[src/design/ccs_pkg.sv]
// Shared types, character codes and the per-item filter step of the comment stripper.
package ccs_pkg;

	localparam logic [1:0] MODE_BYTE = 2'd0;
	localparam logic [1:0] MODE_EOL  = 2'd1;
	localparam logic [1:0] MODE_EOI  = 2'd2;

	localparam logic [7:0] CH_BACKSLASH = 8'h5C;
	localparam logic [7:0] CH_STAR      = 8'h2A;
	localparam logic [7:0] CH_SLASH     = 8'h2F;
	localparam logic [7:0] CH_QUOTE     = 8'h22;
	localparam logic [7:0] CH_SPACE     = 8'h20;

	localparam logic [1:0] MAX_RES = 2'd3;

	typedef struct packed {
		logic in_block;
		logic in_quote;
		logic held_slash;
		logic star_before;
		logic held_backslash;
		logic dropping_rest;
		logic line_joined;
		logic line_open;
	} ccs_state_t;

	typedef struct packed {
		logic [1:0]      cnt;
		logic [2:0][7:0] data;
		logic [2:0]      le;
	} ccs_res_t;

	typedef struct packed {
		ccs_state_t st;
		ccs_res_t   res;
	} ccs_step_t;

	function automatic ccs_step_t put(ccs_step_t s, logic [7:0] c, logic le);
		ccs_step_t o;
		o = s;
		if (s.res.cnt != MAX_RES) begin
			o.res.data[s.res.cnt] = c;
			o.res.le[s.res.cnt]   = le;
			o.res.cnt             = s.res.cnt + 2'd1;
		end
		return o;
	endfunction

	function automatic ccs_step_t plain_char(ccs_step_t s, logic [7:0] c);
		ccs_step_t o;
		o = s;
		if (c == CH_QUOTE) begin
			o.st.in_quote = 1'b1;
			o = put(o, c, 1'b0);
		end else if (c == CH_SLASH) begin
			o.st.held_slash = 1'b1;
		end else begin
			o = put(o, c, 1'b0);
		end
		return o;
	endfunction

	function automatic ccs_step_t logical_char(ccs_step_t s, logic [7:0] c);
		ccs_step_t o;
		o = s;
		if (s.st.dropping_rest) begin
			o = s;
		end else if (s.st.in_block) begin
			if (s.st.star_before && c == CH_SLASH) begin
				o.st.in_block    = 1'b0;
				o.st.star_before = 1'b0;
			end else begin
				o.st.star_before = (c == CH_STAR);
			end
		end else if (s.st.in_quote) begin
			o = put(o, c, 1'b0);
			if (c == CH_QUOTE) begin
				o.st.in_quote = 1'b0;
			end
		end else if (s.st.held_slash) begin
			o.st.held_slash = 1'b0;
			if (c == CH_SLASH) begin
				o.st.dropping_rest = 1'b1;
			end else if (c == CH_STAR) begin
				o.st.in_block    = 1'b1;
				o.st.star_before = 1'b0;
			end else begin
				o = put(o, CH_SLASH, 1'b0);
				o = plain_char(o, c);
			end
		end else begin
			o = plain_char(o, c);
		end
		return o;
	endfunction

	function automatic ccs_step_t close_line(ccs_step_t s);
		ccs_step_t o;
		o = s;
		if (s.st.held_slash && !s.st.dropping_rest) begin
			o = put(o, CH_SLASH, 1'b0);
		end
		o = put(o, 8'h00, 1'b1);
		o.st.in_quote      = 1'b0;
		o.st.held_slash    = 1'b0;
		o.st.star_before   = 1'b0;
		o.st.dropping_rest = 1'b0;
		o.st.line_joined   = 1'b0;
		o.st.line_open     = 1'b0;
		return o;
	endfunction

	function automatic ccs_step_t join_line(ccs_step_t s);
		ccs_step_t o;
		o = s;
		o.st.held_backslash = 1'b0;
		o = logical_char(o, CH_SPACE);
		o.st.line_joined = 1'b1;
		o.st.line_open   = 1'b1;
		return o;
	endfunction

	function automatic ccs_step_t step(ccs_state_t st, logic [1:0] mode, logic [7:0] b);
		ccs_step_t o;
		o     = '0;
		o.st  = st;
		case (mode)
			MODE_BYTE: begin
				o.st.line_open = 1'b1;
				if (o.st.held_backslash) begin
					o.st.held_backslash = 1'b0;
					o = logical_char(o, CH_BACKSLASH);
				end
				if (b == CH_BACKSLASH) begin
					o.st.held_backslash = 1'b1;
				end else begin
					o = logical_char(o, b);
				end
			end
			MODE_EOL: begin
				if (o.st.held_backslash) begin
					o = join_line(o);
				end else begin
					o = close_line(o);
				end
			end
			MODE_EOI: begin
				if (o.st.held_backslash) begin
					o = join_line(o);
				end
				if (o.st.line_open || o.st.line_joined) begin
					o = close_line(o);
				end
			end
			default: begin
				o.st = st;
			end
		endcase
		return o;
	endfunction

endpackage

[src/design/c_comment_stripper_core.sv]
// Top level of the streaming C comment stripper.
// Each accepted item waits in the input register; the filter step loads its results
// into the single result register, which emits one result per cycle while ready.
// One item per cycle while each item gives at most one result and the output is
// ready; an item with two or three results holds the input until its last one leaves.
// Reset clears all filter flags and empties the input and result registers.
module c_comment_stripper_core (
	input  logic       clk,
	input  logic       arst_n,
	input  logic       s_axis_tvalid,
	output logic       s_axis_tready,
	input  logic [7:0] s_axis_tdata,  // [7:0] in_byte
	input  logic [1:0] s_axis_tuser,  // [1:0] mode
	output logic       m_axis_tvalid,
	input  logic       m_axis_tready,
	output logic [7:0] m_axis_tdata,  // [7:0] out_byte
	output logic       m_axis_tuser,  // [0] line_end
	output logic       m_axis_tlast
);

	logic              valid_s1;
	logic [1:0]        mode_s1;
	logic [7:0]        byte_s1;
	logic              take;
	ccs_pkg::ccs_res_t res;

	ccs_in_stage u_in (
		.clk      (clk),
		.arst_n   (arst_n),
		.in_valid (s_axis_tvalid),
		.in_ready (s_axis_tready),
		.in_mode  (s_axis_tuser),
		.in_byte  (s_axis_tdata),
		.valid_s1 (valid_s1),
		.mode_s1  (mode_s1),
		.byte_s1  (byte_s1),
		.take     (take)
	);

	ccs_filter u_filter (
		.clk     (clk),
		.arst_n  (arst_n),
		.take    (take),
		.mode_s1 (mode_s1),
		.byte_s1 (byte_s1),
		.res     (res)
	);

	ccs_out_buf u_out (
		.clk          (clk),
		.arst_n       (arst_n),
		.res          (res),
		.have_item    (valid_s1),
		.take         (take),
		.out_valid    (m_axis_tvalid),
		.out_ready    (m_axis_tready),
		.out_byte     (m_axis_tdata),
		.out_line_end (m_axis_tuser),
		.out_last     (m_axis_tlast)
	);

endmodule

[src/design/ccs_in_stage.sv]
// Input register stage of the comment stripper.
module ccs_in_stage (
	input  logic       clk,
	input  logic       arst_n,
	input  logic       in_valid,
	output logic       in_ready,
	input  logic [1:0] in_mode,
	input  logic [7:0] in_byte,
	output logic       valid_s1,
	output logic [1:0] mode_s1,
	output logic [7:0] byte_s1,
	input  logic       take
);

	assign in_ready = !valid_s1 || take;

	always_ff @(posedge clk or negedge arst_n) begin
		if (!arst_n) begin
			valid_s1 <= 1'b0;
		end else if (in_ready) begin
			valid_s1 <= in_valid;
		end
	end

	always_ff @(posedge clk) begin
		if (in_ready && in_valid) begin
			mode_s1 <= in_mode;
			byte_s1 <= in_byte;
		end
	end

endmodule

[src/design/ccs_filter.sv]
// Filter state registers and the single-pass step logic of the comment stripper.
module ccs_filter (
	input  logic              clk,
	input  logic              arst_n,
	input  logic              take,
	input  logic [1:0]        mode_s1,
	input  logic [7:0]        byte_s1,
	output ccs_pkg::ccs_res_t res
);

	ccs_pkg::ccs_state_t st_q;
	ccs_pkg::ccs_step_t  nxt;

	always_comb begin
		nxt = ccs_pkg::step(st_q, mode_s1, byte_s1);
	end

	assign res = nxt.res;

	always_ff @(posedge clk or negedge arst_n) begin
		if (!arst_n) begin
			st_q <= '0;
		end else if (take) begin
			st_q <= nxt.st;
		end
	end

endmodule

[src/design/ccs_out_buf.sv]
// Result register that holds up to three results of one item and emits them in order.
module ccs_out_buf (
	input  logic              clk,
	input  logic              arst_n,
	input  ccs_pkg::ccs_res_t res,
	input  logic              have_item,
	output logic              take,
	output logic              out_valid,
	input  logic              out_ready,
	output logic [7:0]        out_byte,
	output logic              out_line_end,
	output logic              out_last
);

	logic [2:0][7:0] data_q;
	logic [2:0]      le_q;
	logic [1:0]      cnt_q;
	logic [1:0]      idx_q;
	logic            can_load;
	logic            fire;

	assign out_valid = (idx_q != cnt_q);
	assign fire      = out_valid && out_ready;
	assign can_load  = (idx_q == cnt_q) || (((idx_q + 2'd1) == cnt_q) && out_ready);
	assign take      = have_item && can_load;
	assign out_last  = ((idx_q + 2'd1) == cnt_q);

	always_comb begin
		case (idx_q)
			2'd0: begin
				out_byte     = data_q[0];
				out_line_end = le_q[0];
			end
			2'd1: begin
				out_byte     = data_q[1];
				out_line_end = le_q[1];
			end
			2'd2: begin
				out_byte     = data_q[2];
				out_line_end = le_q[2];
			end
			default: begin
				out_byte     = 8'h00;
				out_line_end = 1'b0;
			end
		endcase
	end

	always_ff @(posedge clk or negedge arst_n) begin
		if (!arst_n) begin
			cnt_q <= 2'd0;
			idx_q <= 2'd0;
		end else if (take) begin
			cnt_q <= res.cnt;
			idx_q <= 2'd0;
		end else if (fire) begin
			idx_q <= idx_q + 2'd1;
		end
	end

	always_ff @(posedge clk) begin
		if (take) begin
			data_q <= res.data;
			le_q   <= res.le;
		end
	end

endmodule

[config.mk]
export PLATFORM = sky130hd
export DESIGN_NAME = c_comment_stripper_core
export DESIGN_NICKNAME = d
export VERILOG_FILES = /design/src/design/ccs_pkg.sv /design/src/design/c_comment_stripper_core.sv /design/src/design/ccs_in_stage.sv /design/src/design/ccs_filter.sv /design/src/design/ccs_out_buf.sv
export SDC_FILE = /design/constraint.sdc
export NUM_CORES = 1
export LEC_CHECK = 0
export BUFFER_PORTS_ARGS = -buffer_cell sky130_fd_sc_hd__buf_2
export CAP_MARGIN = 40
export CORE_UTILIZATION = 30
export CTS_BUF_LIST = sky130_fd_sc_hd__clkbuf_8
export DETAILED_ROUTE_END_ITERATION = 10
export PLACE_DENSITY_LB_ADDON = 0.2
export SKIP_CTS_REPAIR_TIMING = 1
export SYNTH_ARGS = -nofsm -noshare
export SYNTH_HDL_FRONTEND = slang
export SYNTH_HIERARCHICAL = 1
export SYNTH_SLANG_ARGS = --single-unit
[constraint.sdc]
create_clock -name clk -period 3.4 [get_ports clk]
set_input_delay 0.17 -clock clk [delete_from_list [all_inputs] [get_ports clk]]
set_output_delay 0.17 -clock clk [all_outputs]
set_load 0.01 [all_outputs]
==> metrics <==
crit start category=flip-flop; global-route wire length before repair=13.8 mm; Worst EP required=3660 ps; hpwl dp=approximately 6.4 mm; FF-to-FF Start=u_out/idx_q[0]; First-pass DRT Iterations=5; Final ANT Viol Nets=0; share of layout cells above drive strength 1=between 15 and 20%; min Tclk post-route=2620 ps; Die H=109 microns; num rows=38; slowest CP cell=dfrtp_1; Synth Register Bits=50; Worst-Skew Late Latency=320 ps; Worst path max stage delay=around 470 ps; Mapped Cells=364; initial antenna violation count=0; routability cong.=between 0.9 and 1; Worst slew margin=45.9%; Cell variety after synth=69; CTS tree=yes; YS warnings=6; number of hold violations in the final report=0; synthesized area=3440 sq um; largest net degree at the start of global routing=28; CTS buffer count=5; Setup TNS=0 ps; top post-synthesis cells by count=nor2_1 (38), edfxtp_1 (37), buf_4 (30); top-count cell post-synth=nor2_1; synthesized area per cell=9.46 sq um; Final Cycle Share=77.0%; number of remaining DRC errors=0; Die W=approximately 110 microns; crit path cell chain=inv_1 > ha_1 > xor2_1 > nor3b_2 > a22o_4 > nand2b_1 > a21oi_1 > nand2_1 > o41ai_1 > a32o_1; pwr dens=758 nW/um^2; worst path buffer plus inverter count=1; worst-path maximum fanout=8; clock sink count=50; top cells by area, synth=edfxtp_1 (32%), dfrtp_1 (9.4%), buf_4 (6.5%); WL per Instance=between 15 and 20 microns; post-synth top area cell=edfxtp_1; Min Hold Slack=~20 ps; root buffer cell=clkbuf_8; vias in the first global route=2489; starting density of the core=31.2%; vias post-DR=about 2700; syn_nets=386; crit path kind=reg2reg; I/O Buffers=25; outcome=complete, no violations; CTS clk-pin slew, worst paths=110 ps; IO Pins=26; Worst Hold Class=in2reg; final WL=8.73 mm; CP delay by family, top=compound AO/OA/AOI/OAI gates; total core area=between 10000 and 15000 sq um; number of synthesized flops with an enable pin=37; die area=11900 sq um; DR iter-0 viols=between 300 and 400; maximum vdd drop=0.258 mV; clk_skew=9.57 ps; vias per cell=~5.6; Tot GR Track Use=15.2%; grt ovf=0; share of the synthesized area in the top cell type=32.3%; worst setup path startpoint=u_out/idx_q[0]; Hold Startpoint=s_axis_tdata[6]; Max Slew Vio Count=0; final number of setup-violating endpoints=0; arrival time worst endpoint=2870 ps; RSZ-0062 raised after global routing=no; Least-Margin Pin Slew=811 ps; Ant. Diodes=0; NumNets Final=369; CP Capture Type=flip-flop; MaxCap Viol Count=0; post-synthesis sequential area ratio=a little over two fifths; area grow syn2layout=2.94%; Fmax achieved=about 380 MHz; Async SR Flop Fraction=26.0%; P_leak=between 1 and 1.5 nW; deepest clock path buffer count=2; dominant synthesized flop cell=edfxtp_1; CTS H-tree depth=2
-- logic make-up after synthesis --
family,share of synthesized area (%)
muxes,1.45
and+or+nand+nor,20.9
xor gates and xnor gates,1.27
buffers and inverters,10.9
DFF,41.7
adders and majority gates,3.20
AOI/OAI and AO/OA,20.5
-- layer usage --
metal  up-vias  global-route usage, %  wire length (microns)
met5         -                      0                      0
met4         0                   4.34                    132
met3        19                   2.33                    486
met2       122                   23.8                   3820
met1      1313                   21.7                   4290
li1       1290                      -                      -
-- worst paths after layout --
path,depth (start not counted),slack [ps],end
min reg2reg,2,500,u_filter/st_q[1]
max,10,780,flip-flop
max in group asynchronous,2,2900,u_out/idx_q[1]
min,1,20,u_in/byte_s1[6]
min in group asynchronous,2,260,asynchronous set/reset pin
max reg2reg,10,780,flip-flop
-- per-stage QoR --
stage / worst slack [ps] / total power [W] / instances / util [%] / area [sq um]
floorplan: 848 / 0.00198 / 364 / - / 3440
global placement: 849 / 0.00231 / 479 / 31.2 / 3440
detailed placement: 817 / 0.00232 / 479 / 31.2 / 3440
CTS: 801 / 0.00270 / 487 / 32.1 / 3540
global route: 574 / 0.00287 / 488 / 32.1 / 3550
finish: 782 / 0.00269 / 488 / 32.1 / 3550
-- power breakdown --
part,leakage [nW],switching (W),internal [W],total [W]
logic,0.724,0.000710,0.000450,0.00116
registers,0.538,0.000175,0.000974,0.00115
clock network,0.0408,0.000229,0.000148,0.000377
-- placed cells by master (no fill, tap or decap), drive strengths merged, types with 6 or more instances in the layout --
master / count
nor3: 13
ha: 8
o21ai: 21
a31oi: 6
a21oi: 23
buf: 30
nor2b: 6
nor2: 39
and2: 9
nand3: 8
a222oi: 9
nand2: 25
inv: 11
dfrtp: 13
edfxtp: 37
-- sequential cells by signal (all words and copies together), names as in the netlist, named ones only --
signal / flops
u_in/byte_s1: 8
u_in/mode_s1: 2
u_filter/st_q: 5
u_out/le_q: 3
u_out/data_q: 24
u_out/idx_q: 2
u_out/cnt_q: 2
u_in/valid_s1: 1
-- cell type report --
class | count | area (sq um)
clock buffers | 5 | 68.8
clock inverters | 3 | 23.8
fillers | 1158 | 7480
inverters | 10 | 37.5
multi-input cells | 249 | 1630
flip-flops and latches | 50 | 1440
well taps | 140 | 175
repair buffers | 31 | 173
-- worst reg2reg max path, delay by kind of cell, from the launching register on --
family	cells	cell delay, ps
flip-flops	1	470
adder cells (fa/ha/maj)	1	320
XOR/XNOR	1	190
AND/OR/NAND/NOR	3	500
buffers and inverters	1	100
AO/OA/AOI/OAI	4	990
(Power assumes the default switching activity.)
